==> src/rtl/ipsc_pkg.sv <==
// Shared types, codes and constants of the interlocked PI speed controller.
`timescale 1ns / 1ps
`default_nettype none
package ipsc_pkg;

  localparam int IPSC_NUM_PRESETS = 5;

  // Register indexes of the configuration port.
  localparam logic [2:0] CFG_PROP_GAIN   = 3'd0;
  localparam logic [2:0] CFG_INTEG_GAIN  = 3'd1;
  localparam logic [2:0] CFG_PERIOD      = 3'd2;
  localparam logic [2:0] CFG_KICK_DUTY   = 3'd3;
  localparam logic [2:0] CFG_DUTY_CEIL   = 3'd4;
  localparam logic [2:0] CFG_INTEG_LIMIT = 3'd5;
  localparam logic [2:0] CFG_PRESET_STEP = 3'd6;

  // Register reset values.
  localparam logic [15:0] RST_PROP_GAIN   = 16'd512;
  localparam logic [15:0] RST_INTEG_GAIN  = 16'd128;
  localparam logic [15:0] RST_PERIOD      = 16'd50;
  localparam logic [9:0]  RST_KICK_DUTY   = 10'd150;
  localparam logic [9:0]  RST_DUTY_CEIL   = 10'd999;
  localparam logic [19:0] RST_INTEG_LIMIT = 20'd500000;
  localparam logic [9:0]  RST_PRESET_STEP = 10'd50;

  // Duty is the numerator divided by 256000; 1024 times that saturates any duty.
  localparam logic [27:0] DIV_K   = 28'd256000;
  localparam logic [43:0] DIV_SAT = 44'd262144000;

  typedef enum logic [1:0] {
    MODE_LOCKED   = 2'd0,
    MODE_UNLOCKED = 2'd1,
    MODE_RUN      = 2'd2,
    MODE_FAULT    = 2'd3
  } ipsc_mode_t;

  typedef enum logic [1:0] {
    CMD_NONE   = 2'd0,
    CMD_LOCK   = 2'd1,
    CMD_UNLOCK = 2'd2
  } ipsc_cmd_t;

  typedef enum logic [2:0] {
    ST_IDLE,
    ST_CTRL,
    ST_MUL1,
    ST_CLAMP,
    ST_MUL2,
    ST_COMB,
    ST_DIV,
    ST_EMIT
  } ipsc_state_t;

endpackage
`default_nettype wire

==> src/rtl/ipsc_if.sv <==
// Channel interfaces of the speed controller: tick input, result output, configuration.
`timescale 1ns / 1ps
`default_nettype none
interface ipsc_in_if;
  logic        valid;
  logic        ready;
  logic [31:0] time_ms;
  logic        door_shut;
  logic        actuator_fault;
  logic        actuator_is_locked;
  logic        press_speed;
  logic        press_run;
  logic        press_lock;
  logic signed [15:0] shaft_speed_rpm;

  modport source (output valid, time_ms, door_shut, actuator_fault, actuator_is_locked,
                  press_speed, press_run, press_lock, shaft_speed_rpm, input ready);
  modport sink (input valid, time_ms, door_shut, actuator_fault, actuator_is_locked,
                press_speed, press_run, press_lock, shaft_speed_rpm, output ready);
endinterface

interface ipsc_out_if;
  logic        valid;
  logic        ready;
  logic [1:0]  mode;
  logic        motor_on;
  logic [9:0]  pwm_duty;
  logic [1:0]  actuator_cmd;
  logic [12:0] preset_rpm;
  logic        fault_flag;

  modport source (output valid, mode, motor_on, pwm_duty, actuator_cmd, preset_rpm,
                  fault_flag, input ready);
  modport sink (input valid, mode, motor_on, pwm_duty, actuator_cmd, preset_rpm,
                fault_flag, output ready);
endinterface

interface ipsc_cfg_if;
  logic        valid;
  logic        ready;
  logic [2:0]  index;
  logic [19:0] data;

  modport source (output valid, index, data, input ready);
  modport sink (input valid, index, data, output ready);
endinterface
`default_nettype wire

==> src/rtl/interlocked_pi_speed_controller.sv <==
// Top level of the interlocked PI speed controller with a digit-serial PI datapath.
`timescale 1ns / 1ps
`default_nettype none
//
//   channel  | direction | transfer when        | payload
//   in_ch    | sink      | valid && ready       | time, door, fault, lock state, buttons, speed
//   out_ch   | source    | valid && ready       | mode, motor, duty, actuator command, target, fault
//   cfg_ch   | sink      | valid (ready is high)| register index, write data
//
// A tick with no PI update goes from the control state straight to the emit state. A tick
// that runs the PI update passes through two 16-bit shift-add multiplies (error by
// elapsed time together with proportional gain by error, then integral gain by the
// integral) and a restoring division by 256000 that yields a 10-bit quotient; a numerator
// that is not positive or that saturates the duty skips the division.
// Reset is synchronous and active low; it restores the register defaults and the
// stopped-locked state. A new tick is taken only when the previous one has finished;
// a held result in the output register does not block the computation of the next.
module interlocked_pi_speed_controller
  import ipsc_pkg::*;
#(
  parameter int NUM_PRESETS = IPSC_NUM_PRESETS
) (
  input  wire        clk,
  input  wire        rst_n,
  ipsc_in_if.sink    in_ch,
  ipsc_out_if.source out_ch,
  ipsc_cfg_if.sink   cfg_ch
);

  // Configuration registers.
  logic [15:0] prop_r, integ_g_r, period_r;
  logic [9:0]  kick_r, ceil_r, step_r;
  logic [19:0] lim_r;

  // Controller state.
  ipsc_state_t state_r, state_nxt;
  ipsc_mode_t  mode_r, mode_nxt;
  logic [2:0]  idx_r, idx_nxt;
  logic [20:0] acc_r, acc_nxt;
  logic [31:0] last_r, last_nxt;
  logic [9:0]  duty_r, duty_nxt;
  logic        out_valid_r, out_valid_nxt;

  // Registered tick fields.
  logic [31:0] t_r, t_nxt;
  logic        door_r, door_nxt, fault_r, fault_nxt, lockd_r, lockd_nxt;
  logic        ps_r, ps_nxt, pr_r, pr_nxt, pl_r, pl_nxt;
  logic [15:0] spd_r, spd_nxt;

  // Serial datapath.
  logic [31:0] dt_r, dt_nxt;
  logic [15:0] erm_r, erm_nxt;
  logic        eneg_r, eneg_nxt;
  logic [47:0] prd_r, prd_nxt;
  logic [31:0] pp_r, pp_nxt;
  logic [41:0] pk_r, pk_nxt;
  logic [19:0] amag_r, amag_nxt;
  logic        aneg_r, aneg_nxt;
  logic [15:0] gm_r, gm_nxt;
  logic [35:0] ia_r, ia_nxt;
  logic [27:0] rem_r, rem_nxt;
  logic [9:0]  q_r, q_nxt;
  logic [3:0]  cnt_r, cnt_nxt;

  // Staged result fields.
  ipsc_cmd_t   cmd_r, cmd_nxt;
  logic [12:0] tgt_r, tgt_nxt;

  // Output register.
  ipsc_mode_t  o_mode_r, o_mode_nxt;
  logic        o_motor_r, o_motor_nxt;
  logic [9:0]  o_duty_r, o_duty_nxt;
  ipsc_cmd_t   o_cmd_r, o_cmd_nxt;
  logic [12:0] o_tgt_r, o_tgt_nxt;
  logic        o_fault_r, o_fault_nxt;

  // Interlock and button decisions for the registered tick.
  ipsc_mode_t  c_mode;
  logic [2:0]  c_idx;
  logic [9:0]  c_duty;
  logic        c_clr;
  ipsc_cmd_t   c_cmd;
  logic [3:0]  c_idx_p1;
  logic [13:0] tgt_full;
  logic [31:0] c_last, c_dt;
  logic        c_go;
  logic [15:0] spd_mag;
  logic [16:0] err17, err_neg17;

  // Integral clamp and numerator terms.
  logic [49:0] prod_s, sum50, lim50, neglim50;
  logic [20:0] acc_new, acc_neg;
  logic [43:0] n44;
  logic [27:0] dsh;
  logic        rem_ge;
  logic [9:0]  q_step;

  assign in_ch.ready  = (state_r == ST_IDLE);
  assign cfg_ch.ready = 1'b1;

  assign out_ch.valid        = out_valid_r;
  assign out_ch.mode         = o_mode_r;
  assign out_ch.motor_on     = o_motor_r;
  assign out_ch.pwm_duty     = o_duty_r;
  assign out_ch.actuator_cmd = o_cmd_r;
  assign out_ch.preset_rpm   = o_tgt_r;
  assign out_ch.fault_flag   = o_fault_r;

  // The interlocks and buttons are applied in a fixed order: fault, door, speed preset,
  // start/stop, then lock/unlock. Each step sees the mode the previous one left.
  always_comb begin
    c_mode = mode_r;
    c_idx  = idx_r;
    c_duty = duty_r;
    c_clr  = 1'b0;
    c_cmd  = CMD_NONE;
    if (fault_r) begin
      c_duty = '0;
      c_clr  = 1'b1;
      c_mode = MODE_FAULT;
    end
    if (!door_r && c_mode == MODE_RUN) begin
      c_duty = '0;
      c_clr  = 1'b1;
      c_mode = MODE_LOCKED;
    end
    if (ps_r && c_mode != MODE_RUN) begin
      c_idx = idx_r + 3'd1;
      if ({1'b0, c_idx} >= 4'(NUM_PRESETS)) begin
        c_idx = '0;
      end
    end
    if (pr_r) begin
      if (c_mode == MODE_RUN) begin
        c_duty = '0;
        c_clr  = 1'b1;
        c_mode = lockd_r ? MODE_LOCKED : MODE_UNLOCKED;
      end else if (c_mode == MODE_LOCKED || c_mode == MODE_UNLOCKED) begin
        if (!door_r) begin
          c_duty = '0;
        end else if (fault_r) begin
          c_duty = '0;
          c_mode = MODE_FAULT;
        end else begin
          c_clr  = 1'b1;
          c_duty = (kick_r > ceil_r) ? ceil_r : kick_r;
          c_mode = MODE_RUN;
        end
      end else if (!fault_r) begin
        c_mode = MODE_LOCKED;
      end
    end
    if (pl_r && c_mode != MODE_RUN && c_mode != MODE_FAULT) begin
      if (lockd_r) begin
        c_cmd  = CMD_UNLOCK;
        c_mode = MODE_UNLOCKED;
      end else begin
        c_cmd  = CMD_LOCK;
        c_mode = MODE_LOCKED;
      end
    end
  end

  // Target speed, elapsed time and the speed error for the PI update.
  assign c_idx_p1  = {1'b0, c_idx} + 4'd1;
  assign tgt_full  = {10'd0, c_idx_p1} * {4'd0, step_r};
  assign c_last    = c_clr ? t_r : last_r;
  assign c_dt      = t_r - c_last;
  assign c_go      = (c_mode == MODE_RUN) && (c_dt >= {16'd0, period_r});
  assign spd_mag   = spd_r[15] ? (~spd_r + 16'd1) : spd_r;
  assign err17     = {4'd0, tgt_full[12:0]} - {1'b0, spd_mag};
  assign err_neg17 = 17'd0 - err17;

  // The integral is clamped to the symmetric limit after adding error times elapsed time.
  assign prod_s   = eneg_r ? (50'd0 - {2'd0, prd_r}) : {2'd0, prd_r};
  assign sum50    = {{29{acc_r[20]}}, acc_r} + prod_s;
  assign lim50    = {30'd0, lim_r};
  assign neglim50 = 50'd0 - lim50;
  always_comb begin
    if ($signed(sum50) > $signed(lim50)) begin
      acc_new = lim50[20:0];
    end else if ($signed(sum50) < $signed(neglim50)) begin
      acc_new = neglim50[20:0];
    end else begin
      acc_new = sum50[20:0];
    end
  end
  assign acc_neg = 21'd0 - acc_new;

  // Signed numerator: proportional term (already times 1000) plus integral term.
  assign n44 = (eneg_r ? (44'd0 - {2'd0, pk_r}) : {2'd0, pk_r})
             + (aneg_r ? (44'd0 - {8'd0, ia_r}) : {8'd0, ia_r});

  // One quotient bit per cycle, most significant first.
  assign dsh    = DIV_K << cnt_r;
  assign rem_ge = (rem_r >= dsh);
  assign q_step = {q_r[8:0], rem_ge};

  always_comb begin
    state_nxt     = state_r;
    mode_nxt      = mode_r;
    idx_nxt       = idx_r;
    acc_nxt       = acc_r;
    last_nxt      = last_r;
    duty_nxt      = duty_r;
    out_valid_nxt = out_valid_r && !out_ch.ready;
    t_nxt         = t_r;
    door_nxt      = door_r;
    fault_nxt     = fault_r;
    lockd_nxt     = lockd_r;
    ps_nxt        = ps_r;
    pr_nxt        = pr_r;
    pl_nxt        = pl_r;
    spd_nxt       = spd_r;
    dt_nxt        = dt_r;
    erm_nxt       = erm_r;
    eneg_nxt      = eneg_r;
    prd_nxt       = prd_r;
    pp_nxt        = pp_r;
    pk_nxt        = pk_r;
    amag_nxt      = amag_r;
    aneg_nxt      = aneg_r;
    gm_nxt        = gm_r;
    ia_nxt        = ia_r;
    rem_nxt       = rem_r;
    q_nxt         = q_r;
    cnt_nxt       = cnt_r;
    cmd_nxt       = cmd_r;
    tgt_nxt       = tgt_r;
    o_mode_nxt    = o_mode_r;
    o_motor_nxt   = o_motor_r;
    o_duty_nxt    = o_duty_r;
    o_cmd_nxt     = o_cmd_r;
    o_tgt_nxt     = o_tgt_r;
    o_fault_nxt   = o_fault_r;
    unique case (state_r)
      ST_IDLE: begin
        if (in_ch.valid) begin
          t_nxt     = in_ch.time_ms;
          door_nxt  = in_ch.door_shut;
          fault_nxt = in_ch.actuator_fault;
          lockd_nxt = in_ch.actuator_is_locked;
          ps_nxt    = in_ch.press_speed;
          pr_nxt    = in_ch.press_run;
          pl_nxt    = in_ch.press_lock;
          spd_nxt   = in_ch.shaft_speed_rpm;
          state_nxt = ST_CTRL;
        end
      end
      ST_CTRL: begin
        mode_nxt = c_mode;
        idx_nxt  = c_idx;
        duty_nxt = c_duty;
        acc_nxt  = c_clr ? 21'd0 : acc_r;
        last_nxt = c_go ? t_r : c_last;
        cmd_nxt  = c_cmd;
        tgt_nxt  = tgt_full[12:0];
        dt_nxt   = c_dt;
        eneg_nxt = err17[16];
        erm_nxt  = err17[16] ? err_neg17[15:0] : err17[15:0];
        prd_nxt  = '0;
        pp_nxt   = '0;
        cnt_nxt  = '0;
        state_nxt = c_go ? ST_MUL1 : ST_EMIT;
      end
      ST_MUL1: begin
        prd_nxt = {prd_r[46:0], 1'b0} + (erm_r[15] ? {16'd0, dt_r} : 48'd0);
        pp_nxt  = {pp_r[30:0], 1'b0} + (erm_r[15] ? {16'd0, prop_r} : 32'd0);
        erm_nxt = {erm_r[14:0], 1'b0};
        cnt_nxt = cnt_r + 4'd1;
        if (cnt_r == 4'd15) begin
          state_nxt = ST_CLAMP;
        end
      end
      ST_CLAMP: begin
        acc_nxt  = acc_new;
        aneg_nxt = acc_new[20];
        amag_nxt = acc_new[20] ? acc_neg[19:0] : acc_new[19:0];
        pk_nxt   = {pp_r, 10'd0} - {6'd0, pp_r, 4'd0} - {7'd0, pp_r, 3'd0};
        gm_nxt   = integ_g_r;
        ia_nxt   = '0;
        cnt_nxt  = '0;
        state_nxt = ST_MUL2;
      end
      ST_MUL2: begin
        ia_nxt  = {ia_r[34:0], 1'b0} + (gm_r[15] ? {16'd0, amag_r} : 36'd0);
        gm_nxt  = {gm_r[14:0], 1'b0};
        cnt_nxt = cnt_r + 4'd1;
        if (cnt_r == 4'd15) begin
          state_nxt = ST_COMB;
        end
      end
      ST_COMB: begin
        if (n44[43] || n44 == 44'd0) begin
          duty_nxt  = '0;
          state_nxt = ST_EMIT;
        end else if (n44 >= DIV_SAT) begin
          duty_nxt  = ceil_r;
          state_nxt = ST_EMIT;
        end else begin
          rem_nxt   = n44[27:0];
          q_nxt     = '0;
          cnt_nxt   = 4'd9;
          state_nxt = ST_DIV;
        end
      end
      ST_DIV: begin
        rem_nxt = rem_ge ? (rem_r - dsh) : rem_r;
        q_nxt   = q_step;
        cnt_nxt = cnt_r - 4'd1;
        if (cnt_r == 4'd0) begin
          duty_nxt  = (q_step > ceil_r) ? ceil_r : q_step;
          state_nxt = ST_EMIT;
        end
      end
      ST_EMIT: begin
        if (!out_valid_r || out_ch.ready) begin
          o_mode_nxt    = mode_r;
          o_motor_nxt   = (mode_r == MODE_RUN);
          o_duty_nxt    = (mode_r == MODE_RUN) ? duty_r : 10'd0;
          o_cmd_nxt     = cmd_r;
          o_tgt_nxt     = tgt_r;
          o_fault_nxt   = fault_r;
          out_valid_nxt = 1'b1;
          state_nxt     = ST_IDLE;
        end
      end
      default: begin
        state_nxt = ST_IDLE;
      end
    endcase
  end

  always_ff @(posedge clk) begin
    if (!rst_n) begin
      state_r <= ST_IDLE;
    end else begin
      state_r <= state_nxt;
    end
  end

  // Control state and the configuration registers.
  always_ff @(posedge clk) begin
    if (!rst_n) begin
      mode_r      <= MODE_LOCKED;
      idx_r       <= '0;
      acc_r       <= '0;
      last_r      <= '0;
      duty_r      <= '0;
      out_valid_r <= 1'b0;
      prop_r      <= RST_PROP_GAIN;
      integ_g_r   <= RST_INTEG_GAIN;
      period_r    <= RST_PERIOD;
      kick_r      <= RST_KICK_DUTY;
      ceil_r      <= RST_DUTY_CEIL;
      lim_r       <= RST_INTEG_LIMIT;
      step_r      <= RST_PRESET_STEP;
    end else begin
      mode_r      <= mode_nxt;
      idx_r       <= idx_nxt;
      acc_r       <= acc_nxt;
      last_r      <= last_nxt;
      duty_r      <= duty_nxt;
      out_valid_r <= out_valid_nxt;
      if (cfg_ch.valid) begin
        unique case (cfg_ch.index)
          CFG_PROP_GAIN:   prop_r    <= cfg_ch.data[15:0];
          CFG_INTEG_GAIN:  integ_g_r <= cfg_ch.data[15:0];
          CFG_PERIOD:      period_r  <= cfg_ch.data[15:0];
          CFG_KICK_DUTY:   kick_r    <= cfg_ch.data[9:0];
          CFG_DUTY_CEIL:   ceil_r    <= cfg_ch.data[9:0];
          CFG_INTEG_LIMIT: lim_r     <= cfg_ch.data;
          CFG_PRESET_STEP: step_r    <= cfg_ch.data[9:0];
          default: begin
          end
        endcase
      end
    end
  end

  // Payload registers need no reset.
  always_ff @(posedge clk) begin
    t_r       <= t_nxt;
    door_r    <= door_nxt;
    fault_r   <= fault_nxt;
    lockd_r   <= lockd_nxt;
    ps_r      <= ps_nxt;
    pr_r      <= pr_nxt;
    pl_r      <= pl_nxt;
    spd_r     <= spd_nxt;
    dt_r      <= dt_nxt;
    erm_r     <= erm_nxt;
    eneg_r    <= eneg_nxt;
    prd_r     <= prd_nxt;
    pp_r      <= pp_nxt;
    pk_r      <= pk_nxt;
    amag_r    <= amag_nxt;
    aneg_r    <= aneg_nxt;
    gm_r      <= gm_nxt;
    ia_r      <= ia_nxt;
    rem_r     <= rem_nxt;
    q_r       <= q_nxt;
    cnt_r     <= cnt_nxt;
    cmd_r     <= cmd_nxt;
    tgt_r     <= tgt_nxt;
    o_mode_r  <= o_mode_nxt;
    o_motor_r <= o_motor_nxt;
    o_duty_r  <= o_duty_nxt;
    o_cmd_r   <= o_cmd_nxt;
    o_tgt_r   <= o_tgt_nxt;
    o_fault_r <= o_fault_nxt;
  end

`ifndef SYNTHESIS
  // A reported fault always leaves the block in the fault mode.
  a_fault_mode: assert property (@(posedge clk) disable iff (!rst_n)
    (out_valid_r && o_fault_r) |-> (o_mode_r == MODE_FAULT))
    else $error("fault reported outside fault mode");

  // Lock and unlock pulses only go out from a stopped mode.
  a_cmd_stopped: assert property (@(posedge clk) disable iff (!rst_n)
    (out_valid_r && o_cmd_r != CMD_NONE) |->
    (o_mode_r == MODE_LOCKED || o_mode_r == MODE_UNLOCKED))
    else $error("actuator pulse outside a stopped mode");

  // The motor is driven exactly when running, and the duty is zero whenever it is not.
  a_motor_run: assert property (@(posedge clk) disable iff (!rst_n)
    out_valid_r |-> (o_motor_r == (o_mode_r == MODE_RUN)) && (o_motor_r || o_duty_r == 10'd0))
    else $error("motor or duty inconsistent with mode");

  // A new result is loaded only when the output register is free or being drained.
  a_no_overwrite: assert property (@(posedge clk) disable iff (!rst_n)
    (state_r == ST_EMIT && out_valid_r && !out_ch.ready) |=> (state_r == ST_EMIT))
    else $error("result overwrote a pending transfer");
`endif

endmodule
`default_nettype wire
==> src/flat_wrapper.sv <==
// flat-port wrapper written by rule: the top's interface ports become plain ports
module interlocked_pi_speed_controller_flat import ipsc_pkg::*;
#(
  parameter int NUM_PRESETS = IPSC_NUM_PRESETS
)
  (clk, rst_n, in_ch_valid, in_ch_time_ms, in_ch_door_shut, in_ch_actuator_fault, in_ch_actuator_is_locked, in_ch_press_speed, in_ch_press_run, in_ch_press_lock, in_ch_shaft_speed_rpm, in_ch_ready, out_ch_valid, out_ch_mode, out_ch_motor_on, out_ch_pwm_duty, out_ch_actuator_cmd, out_ch_preset_rpm, out_ch_fault_flag, out_ch_ready, cfg_ch_valid, cfg_ch_index, cfg_ch_data, cfg_ch_ready);
  ipsc_in_if in_ch_i ();
  ipsc_out_if out_ch_i ();
  ipsc_cfg_if cfg_ch_i ();
  input  wire clk;
  input  wire rst_n;
  input wire logic [$bits(in_ch_i.valid)-1:0] in_ch_valid;
  input wire logic [$bits(in_ch_i.time_ms)-1:0] in_ch_time_ms;
  input wire logic [$bits(in_ch_i.door_shut)-1:0] in_ch_door_shut;
  input wire logic [$bits(in_ch_i.actuator_fault)-1:0] in_ch_actuator_fault;
  input wire logic [$bits(in_ch_i.actuator_is_locked)-1:0] in_ch_actuator_is_locked;
  input wire logic [$bits(in_ch_i.press_speed)-1:0] in_ch_press_speed;
  input wire logic [$bits(in_ch_i.press_run)-1:0] in_ch_press_run;
  input wire logic [$bits(in_ch_i.press_lock)-1:0] in_ch_press_lock;
  input wire logic [$bits(in_ch_i.shaft_speed_rpm)-1:0] in_ch_shaft_speed_rpm;
  output wire logic [$bits(in_ch_i.ready)-1:0] in_ch_ready;
  output wire logic [$bits(out_ch_i.valid)-1:0] out_ch_valid;
  output wire logic [$bits(out_ch_i.mode)-1:0] out_ch_mode;
  output wire logic [$bits(out_ch_i.motor_on)-1:0] out_ch_motor_on;
  output wire logic [$bits(out_ch_i.pwm_duty)-1:0] out_ch_pwm_duty;
  output wire logic [$bits(out_ch_i.actuator_cmd)-1:0] out_ch_actuator_cmd;
  output wire logic [$bits(out_ch_i.preset_rpm)-1:0] out_ch_preset_rpm;
  output wire logic [$bits(out_ch_i.fault_flag)-1:0] out_ch_fault_flag;
  input wire logic [$bits(out_ch_i.ready)-1:0] out_ch_ready;
  input wire logic [$bits(cfg_ch_i.valid)-1:0] cfg_ch_valid;
  input wire logic [$bits(cfg_ch_i.index)-1:0] cfg_ch_index;
  input wire logic [$bits(cfg_ch_i.data)-1:0] cfg_ch_data;
  output wire logic [$bits(cfg_ch_i.ready)-1:0] cfg_ch_ready;
  assign in_ch_i.valid = in_ch_valid;
  assign in_ch_i.time_ms = in_ch_time_ms;
  assign in_ch_i.door_shut = in_ch_door_shut;
  assign in_ch_i.actuator_fault = in_ch_actuator_fault;
  assign in_ch_i.actuator_is_locked = in_ch_actuator_is_locked;
  assign in_ch_i.press_speed = in_ch_press_speed;
  assign in_ch_i.press_run = in_ch_press_run;
  assign in_ch_i.press_lock = in_ch_press_lock;
  assign in_ch_i.shaft_speed_rpm = in_ch_shaft_speed_rpm;
  assign in_ch_ready = in_ch_i.ready;
  assign out_ch_valid = out_ch_i.valid;
  assign out_ch_mode = out_ch_i.mode;
  assign out_ch_motor_on = out_ch_i.motor_on;
  assign out_ch_pwm_duty = out_ch_i.pwm_duty;
  assign out_ch_actuator_cmd = out_ch_i.actuator_cmd;
  assign out_ch_preset_rpm = out_ch_i.preset_rpm;
  assign out_ch_fault_flag = out_ch_i.fault_flag;
  assign out_ch_i.ready = out_ch_ready;
  assign cfg_ch_i.valid = cfg_ch_valid;
  assign cfg_ch_i.index = cfg_ch_index;
  assign cfg_ch_i.data = cfg_ch_data;
  assign cfg_ch_ready = cfg_ch_i.ready;
  interlocked_pi_speed_controller #(.NUM_PRESETS(NUM_PRESETS)) u_core (.clk(clk), .rst_n(rst_n), .in_ch(in_ch_i), .out_ch(out_ch_i), .cfg_ch(cfg_ch_i));
endmodule
==> config.mk <==
export PLATFORM = sky130hd
export DESIGN_NAME = interlocked_pi_speed_controller_flat
export DESIGN_NICKNAME = d
export VERILOG_FILES = /design/src/rtl/ipsc_pkg.sv /design/src/rtl/ipsc_if.sv /design/src/rtl/interlocked_pi_speed_controller.sv /design/src/flat_wrapper.sv
export SDC_FILE = /design/constraint.sdc
export NUM_CORES = 2
export LEC_CHECK = 0
export ABC_AREA = 0
export BUFFER_PORTS_ARGS = -buffer_cell sky130_fd_sc_hd__buf_2
export CORE_MARGIN = 2
export CORE_UTILIZATION = 30
export DETAILED_ROUTE_END_ITERATION = 16
export GPL_TIMING_DRIVEN = 0
export HOLD_SLACK_MARGIN = 0.06
export REMOVE_ABC_BUFFERS = 1
export SYNTH_ARGS = -nofsm -noshare
export SYNTH_HDL_FRONTEND = slang
export SYNTH_SLANG_ARGS = --single-unit
==> constraint.sdc <==
create_clock -name clk -period 19.7 [get_ports clk]
set_clock_uncertainty 0.2 [all_clocks]
set_input_delay 0.985 -clock clk [delete_from_list [all_inputs] [get_ports clk]]
set_output_delay 0.985 -clock clk [all_outputs]
set_load 0.02 [all_outputs]
# Word level (Yosys, flattened, before mapping)
# Cells that the tools add are included.
# totals
register_bits	553
out_inout_bits	32
word_cells	222
# op_classes
n_addsub	21
n_mul	1
magnitude_cmp	8
n_eq_ne	32
shifts	1
mux	75
bitwise	1
reduce_logical	40
# op_table
op	count
10-bit two-way mux	12
32-bit two-way mux	3
48-bit one-hot mux with 2 select lines	1
44-bit two-way mux	2
28-bit two-way mux	3
36-bit one-hot mux with 2 select lines	1
16-bit one-hot mux with 2 select lines	2
32-bit one-hot mux with 2 select lines	1
21-bit two-way mux	3
28-bit one-hot mux with 2 select lines	1
50-bit adder	1
50-bit by 21-bit greater-than comparator with 1-bit output	1
50-bit < comparator	1
50-bit two-way mux	1
1-bit by 48-bit subtractor with 49-bit output, first input constant	1
48-bit adder	1
16-bit two-way mux	3
44-bit adder	1
44-bit by 28-bit greater-or-equal comparator with 1-bit output, second input constant	1
44-bit logical NOT	1
1-bit by 42-bit subtractor with 43-bit output, first input constant	1
21-bit one-hot mux with 2 select lines	1
42-bit by 35-bit subtractor with 42-bit output	1
42-bit by 36-bit subtractor with 42-bit output	1
54 further kinds	134

# Logic depth before layout (Yosys ltp)
# depth
ltp_word	17
ltp_mapped	43
mapped_depth_nobuf	37

# Worst setup path before layout
# No wires, ideal clock.
# synth_timing
kind	reg2reg
startpoint	register u_core.prd_r[6]
endpoint	register u_core.amag_r[16] (data pin)
setup_ns	0.264
arrival_time_ns	9.318
required_time_ns	19.236
slack_ns	9.918
path_stages_with_launch	40
n_path_buf	5
cell_sequence	edfxtp_1 > nor4_1 > nand4_1 > or4_1 > or3_1 > nand2b_1 > or3_4 > or4_1 > or4_4 > o31ai_1 > xnor2_1 > ha_1 > clkbuf_1 > a21o_1 > a21o_1 > a21oi_1 > o31ai_1 > a21o_1 > [... 4 more ...] > nor2_1 > nand2_1 > o22ai_1 > a21oi_1 > a2111oi_0 > o21ai_1 > clkbuf_1 > buf_1 > clkbuf_1 > clkbuf_1 > o221ai_1 > o21ai_0 > ha_1 > nand4_1 > or3b_2 > mux2i_1 > a41oi_1 > xnor2_1
# synth_via
elab_chain_cells	8
elab_cells_between_ends	9
cone_classes	3 x add/sub; 2 x order compare; 4 x mux
# synth_rtl
element	line_no	rtl
from (decl)	interlocked_pi_speed_controller.sv:54	logic [47:0] prd_r, prd_nxt;
from (signal assigned)	interlocked_pi_speed_controller.sv:394	prd_r <= prd_nxt;
1-bit by 48-bit subtractor with 49-bit output	interlocked_pi_speed_controller.sv:175	assign prod_s = eneg_r ? (50'd0 - {2'd0, prd_r}) : {2'd0, prd_r};
50-bit two-way mux *	interlocked_pi_speed_controller.sv:175	
50-bit adder *	interlocked_pi_speed_controller.sv:176	assign sum50 = {{29{acc_r[20]}}, acc_r} + prod_s;
50-bit < comparator	interlocked_pi_speed_controller.sv:182	end else if ($signed(sum50) < $signed(neglim50)) begin
21-bit two-way mux	interlocked_pi_speed_controller.sv:182	
21-bit two-way mux *	interlocked_pi_speed_controller.sv:180	if ($signed(sum50) > $signed(lim50)) begin
1-bit by 20-bit subtractor with 20-bit output	interlocked_pi_speed_controller.sv:188	assign acc_neg = 21'd0 - acc_new;
20-bit two-way mux *	interlocked_pi_speed_controller.sv:278	amag_nxt = acc_new[20] ? acc_neg[19:0] : acc_new[19:0];
to (signal assigned)	interlocked_pi_speed_controller.sv:397	amag_r <= amag_nxt;
to (decl)	interlocked_pi_speed_controller.sv:57	logic [19:0] amag_r, amag_nxt;
# Mark *: on every way between the ends. The rest lies on a longest branch, timed or not.
# A chain may end at the register's enable or synchronous reset.

# Final worst setup path
# layout_timing
startpoint	register u_core.prd_r[6]
endpoint	register u_core.amag_r[18] (data pin)
# Same word-level chain as after synthesis.

==> flow_metrics.tcl <==
set metrics [dict create \
    status "finished clean" \
    layout_setup_ws_ps 8390 \
    numPortBuffers 112 \
    viasPerCell 5.11 \
    synth_edf_count 369 \
    critPathLaunchType "flop" \
    drt_pass1_iterations 6 \
    overflow 0 \
    synth-seq-area-share_pct 33.6 \
    holdPathStages 0 \
    timing.slew.headroom_pct 16.6 \
    cts.path.max_buffers 3 \
    path_clk_slew_ps 60 \
    worst_hold_slack_ps 217 \
    synth_top_family_by_area "simple AND/OR/NAND/NOR gates" \
    p_sw_share_pct 45.9 \
    die-width_um 383 \
    antenna_cells 0 \
    drtAntennaViolNets 0 \
    async_flop_share_pct 0 \
    setup_tns_ps 0 \
    p_clk_share_pct 14.5 \
    clk_latency_ps 670 \
    yosys.area.top_type "edfxtp_1" \
    pwr-share-seq_pct 24.1 \
    ys_ff_latch 539 \
    grt_max_degree 77 \
    rows 139 \
    ys_top_cells_by_area "edfxtp_1 26%, ha_1 12%, dfxtp_1 7.9%, xnor2_1 6.4%, nand2_1 4.5%" \
    cap_violations 0 \
    path_max_fanout 39 \
    critPathRequiredTime_ps 19880 \
    gp_congestion 0.877 \
    grt_pass1_wl_mm 178 \
    power_switching_mw 4.04 \
    dieArea_um2 147000 \
    ir_drop_v 0.000128 \
    cpPeakStageDelay_ps 860 \
    final-hold-violation-count 0 \
    cts_inserted_buffers 68 \
    worst_slew_pin_slew_ps 1250 \
    die_y_um 383 \
    ys.flop_type "edfxtp_1" \
    core_area_um2 143000 \
    grt.total_usage_pct 14.8 \
    boundaryPins 114 \
    grt_pass1_vias 34014 \
    yosys_warnings 0 \
    crit_family "simple AND/OR/NAND/NOR gates" \
    cts_resized 0 \
    clockRootBuffer "clkbuf_16" \
    muxShareOfSynthArea_pct 2.76 \
    place_ws_ps 8430 \
    yosysTopAreaCellShare_pct 25.7 \
    htree_levels 3 \
    drt_iter0_drc 2146 \
    path_common_cell "nand2_1" \
    hold_class "flop to flop" \
    rr_startpoint "u_core.prd_r[6]$_SDFFCE_PN0P_" \
    slew_violations 0 \
    cts_hold_buf 0 \
    final_common_cell "nand2_1" \
    period_share_pct 57.4 \
    synth_cells 4827 \
    worstSetupPathType "flop to flop" \
    fmax_mhz 88.4 \
    avgRoutedWirePerCell_um 16.1 \
    cts_setup_buffers 0 \
    rsz0062_at_grt "no" \
    end_kind "flop" \
    cts_sinks 539 \
    crit_arrival_ps 11490 \
    critPathBufInv 2 \
    critPathSlowestCell "a32oi_2" \
    avgSynthCellArea_um2 8.92 \
    routed_wl_mm 110 \
    drive_gt1_share_pct 7.14 \
    final_cell_mix "513 x nand2_1, 412 x ha_1, 374 x nor2_1" \
    reg2regPathDepth 33 \
    worst_hold_path.endpoint "u_core.out_ch.preset_rpm[12]$_DFFE_PP_" \
    area_delta_synth_final_pct 11.6 \
    grt_antenna_before_repair 0 \
    dp_hpwl_mm 85.5 \
    synth_cell_type_count 106 \
    finalCriticalPeriod_ps 11310 \
    fin_nets 5404 \
    cts_tree "done" \
    synth_compound_area_share_pct 18.5 \
    rrSetupSlack_ps 8390 \
    min_from "u_core.tgt_r[12]$_DFFE_PP_" \
    r2r_end "u_core.amag_r[18]$_DFFE_PP_" \
    synthAdderAreaFrac_pct 14.2 \
    setup_viol 0 \
    yosys.area_share.simple_pct 18.6 \
    floorplan.initialDensity_pct 30.1 \
    synth_xor_area_share_pct 8.42 \
    p_comb_share_pct 61.5 \
    synth_area_um2 43100 \
    p_leak_nw 19.3 \
    p_per_area_nw_per_um2 183 \
    via_count 34879 \
    internal_power_mw 4.76 \
    drc 0 \
]
-- area by class of cell --
cell class                      instances  area [um^2]
Clock buffer                           94         1930
Clock inverter                         31          329
Fill cell                           14703        95100
Inverter                              256          967
Multi-Input combinational cell       3862        27000
Sequential cell                       539        14500
Tap cell                             1903         2380
Timing Repair Buffer                  134          953
-- sequential cells by signal, indices dropped and copies added, names as in the netlist, 17 cells and up --
| signal | count |
|---|---|
| u_core.amag_r | 20 |
| u_core.t_r | 32 |
| u_core.ia_r | 36 |
| u_core.last_r | 32 |
| u_core.acc_r | 21 |
| u_core.prd_r | 48 |
| u_core.pp_r | 32 |
| u_core.lim_r | 20 |
| u_core.pk_r | 39 |
| u_core.dt_r | 32 |
| u_core.rem_r | 17 |
-- layer usage --
metal	wire [um]	global-route usage, %	part of all wire [%]	vias up
li1	-	-	-	17542
met1	51000	19.2	46	16539
met2	51800	25.4	47	637
met3	3980	1.67	3.6	161
met4	3070	5.05	2.8	0
met5	0	0	0	-
-- synth_stat cells (54+ instances only) --
cell and number:
nand4_1 57, nor3_1 97, nand3_1 91, and3_1 54, clkbuf_1 140, dfxtp_1 170, nand2b_1 59, and2_1 134
nand2_1 517, xor2_1 99, a21oi_1 351, o31ai_1 64, edfxtp_1 369, or3_1 64, inv_1 253, nor2_1 376
o21ai_0 270, xnor2_1 315, a21o_1 129, mux2i_1 93, ha_1 412
-- stage by stage --
step	util (%)	power (mW)	instance area, um^2	std cells
finish	33.6	8.80	48100	6819
global route	33.6	9.61	48100	6819
CTS	33.6	8.84	48100	6819
detailed placement	32.0	7.52	45800	6694
global placement	31.7	7.44	45300	6672
floorplan	-	6.20	42400	4657
-- logic make-up (layout without fill, tap and decap cells) --
family | count (synthesis) | after routing
simple gates | 1646 | 1646
compound gates | 1224 | 1224
flops | 539 | 539
fa+ha+maj | 461 | 461
buf+inv | 426 | 515
xor+xnor | 414 | 414
mux | 116 | 116
other cells | 1 | 1
-- power groups by stage --
stage | logic [mW] | registers [mW] | clock network [mW]
2_1_floorplan | 4.14 | 2.06 | 0
3_3_place_gp | 5.27 | 2.17 | 0
3_5_place_dp | 5.37 | 2.14 | 0
4_1_cts | 5.41 | 2.12 | 1.31
5_1_grt | 6.09 | 2.17 | 1.35
6_report | 5.41 | 2.12 | 1.27
-- worst max-delay path by stage --
stage / start / to / slack, ps / depth (start not counted)
6_report: u_core.prd_r[6]$_SDFFCE_PN0P_ / u_core.amag_r[18]$_DFFE_PP_ / 8390 / 33
5_1_grt: u_core.prd_r[4]$_SDFFCE_PN0P_ / u_core.amag_r[18]$_DFFE_PP_ / 7530 / 33
4_1_cts: u_core.prd_r[4]$_SDFFCE_PN0P_ / u_core.amag_r[18]$_DFFE_PP_ / 8410 / 33
3_5_place_dp: u_core.prd_r[4]$_SDFFCE_PN0P_ / u_core.amag_r[18]$_DFFE_PP_ / 8430 / 33
3_3_place_gp: u_core.prd_r[6]$_SDFFCE_PN0P_ / u_core.amag_r[8]$_DFFE_PP_ / 6680 / 33
2_1_floorplan: u_core.prd_r[6]$_SDFFCE_PN0P_ / u_core.amag_r[16]$_DFFE_PP_ / 9590 / 34
Power figures use the tool's default switching activity.
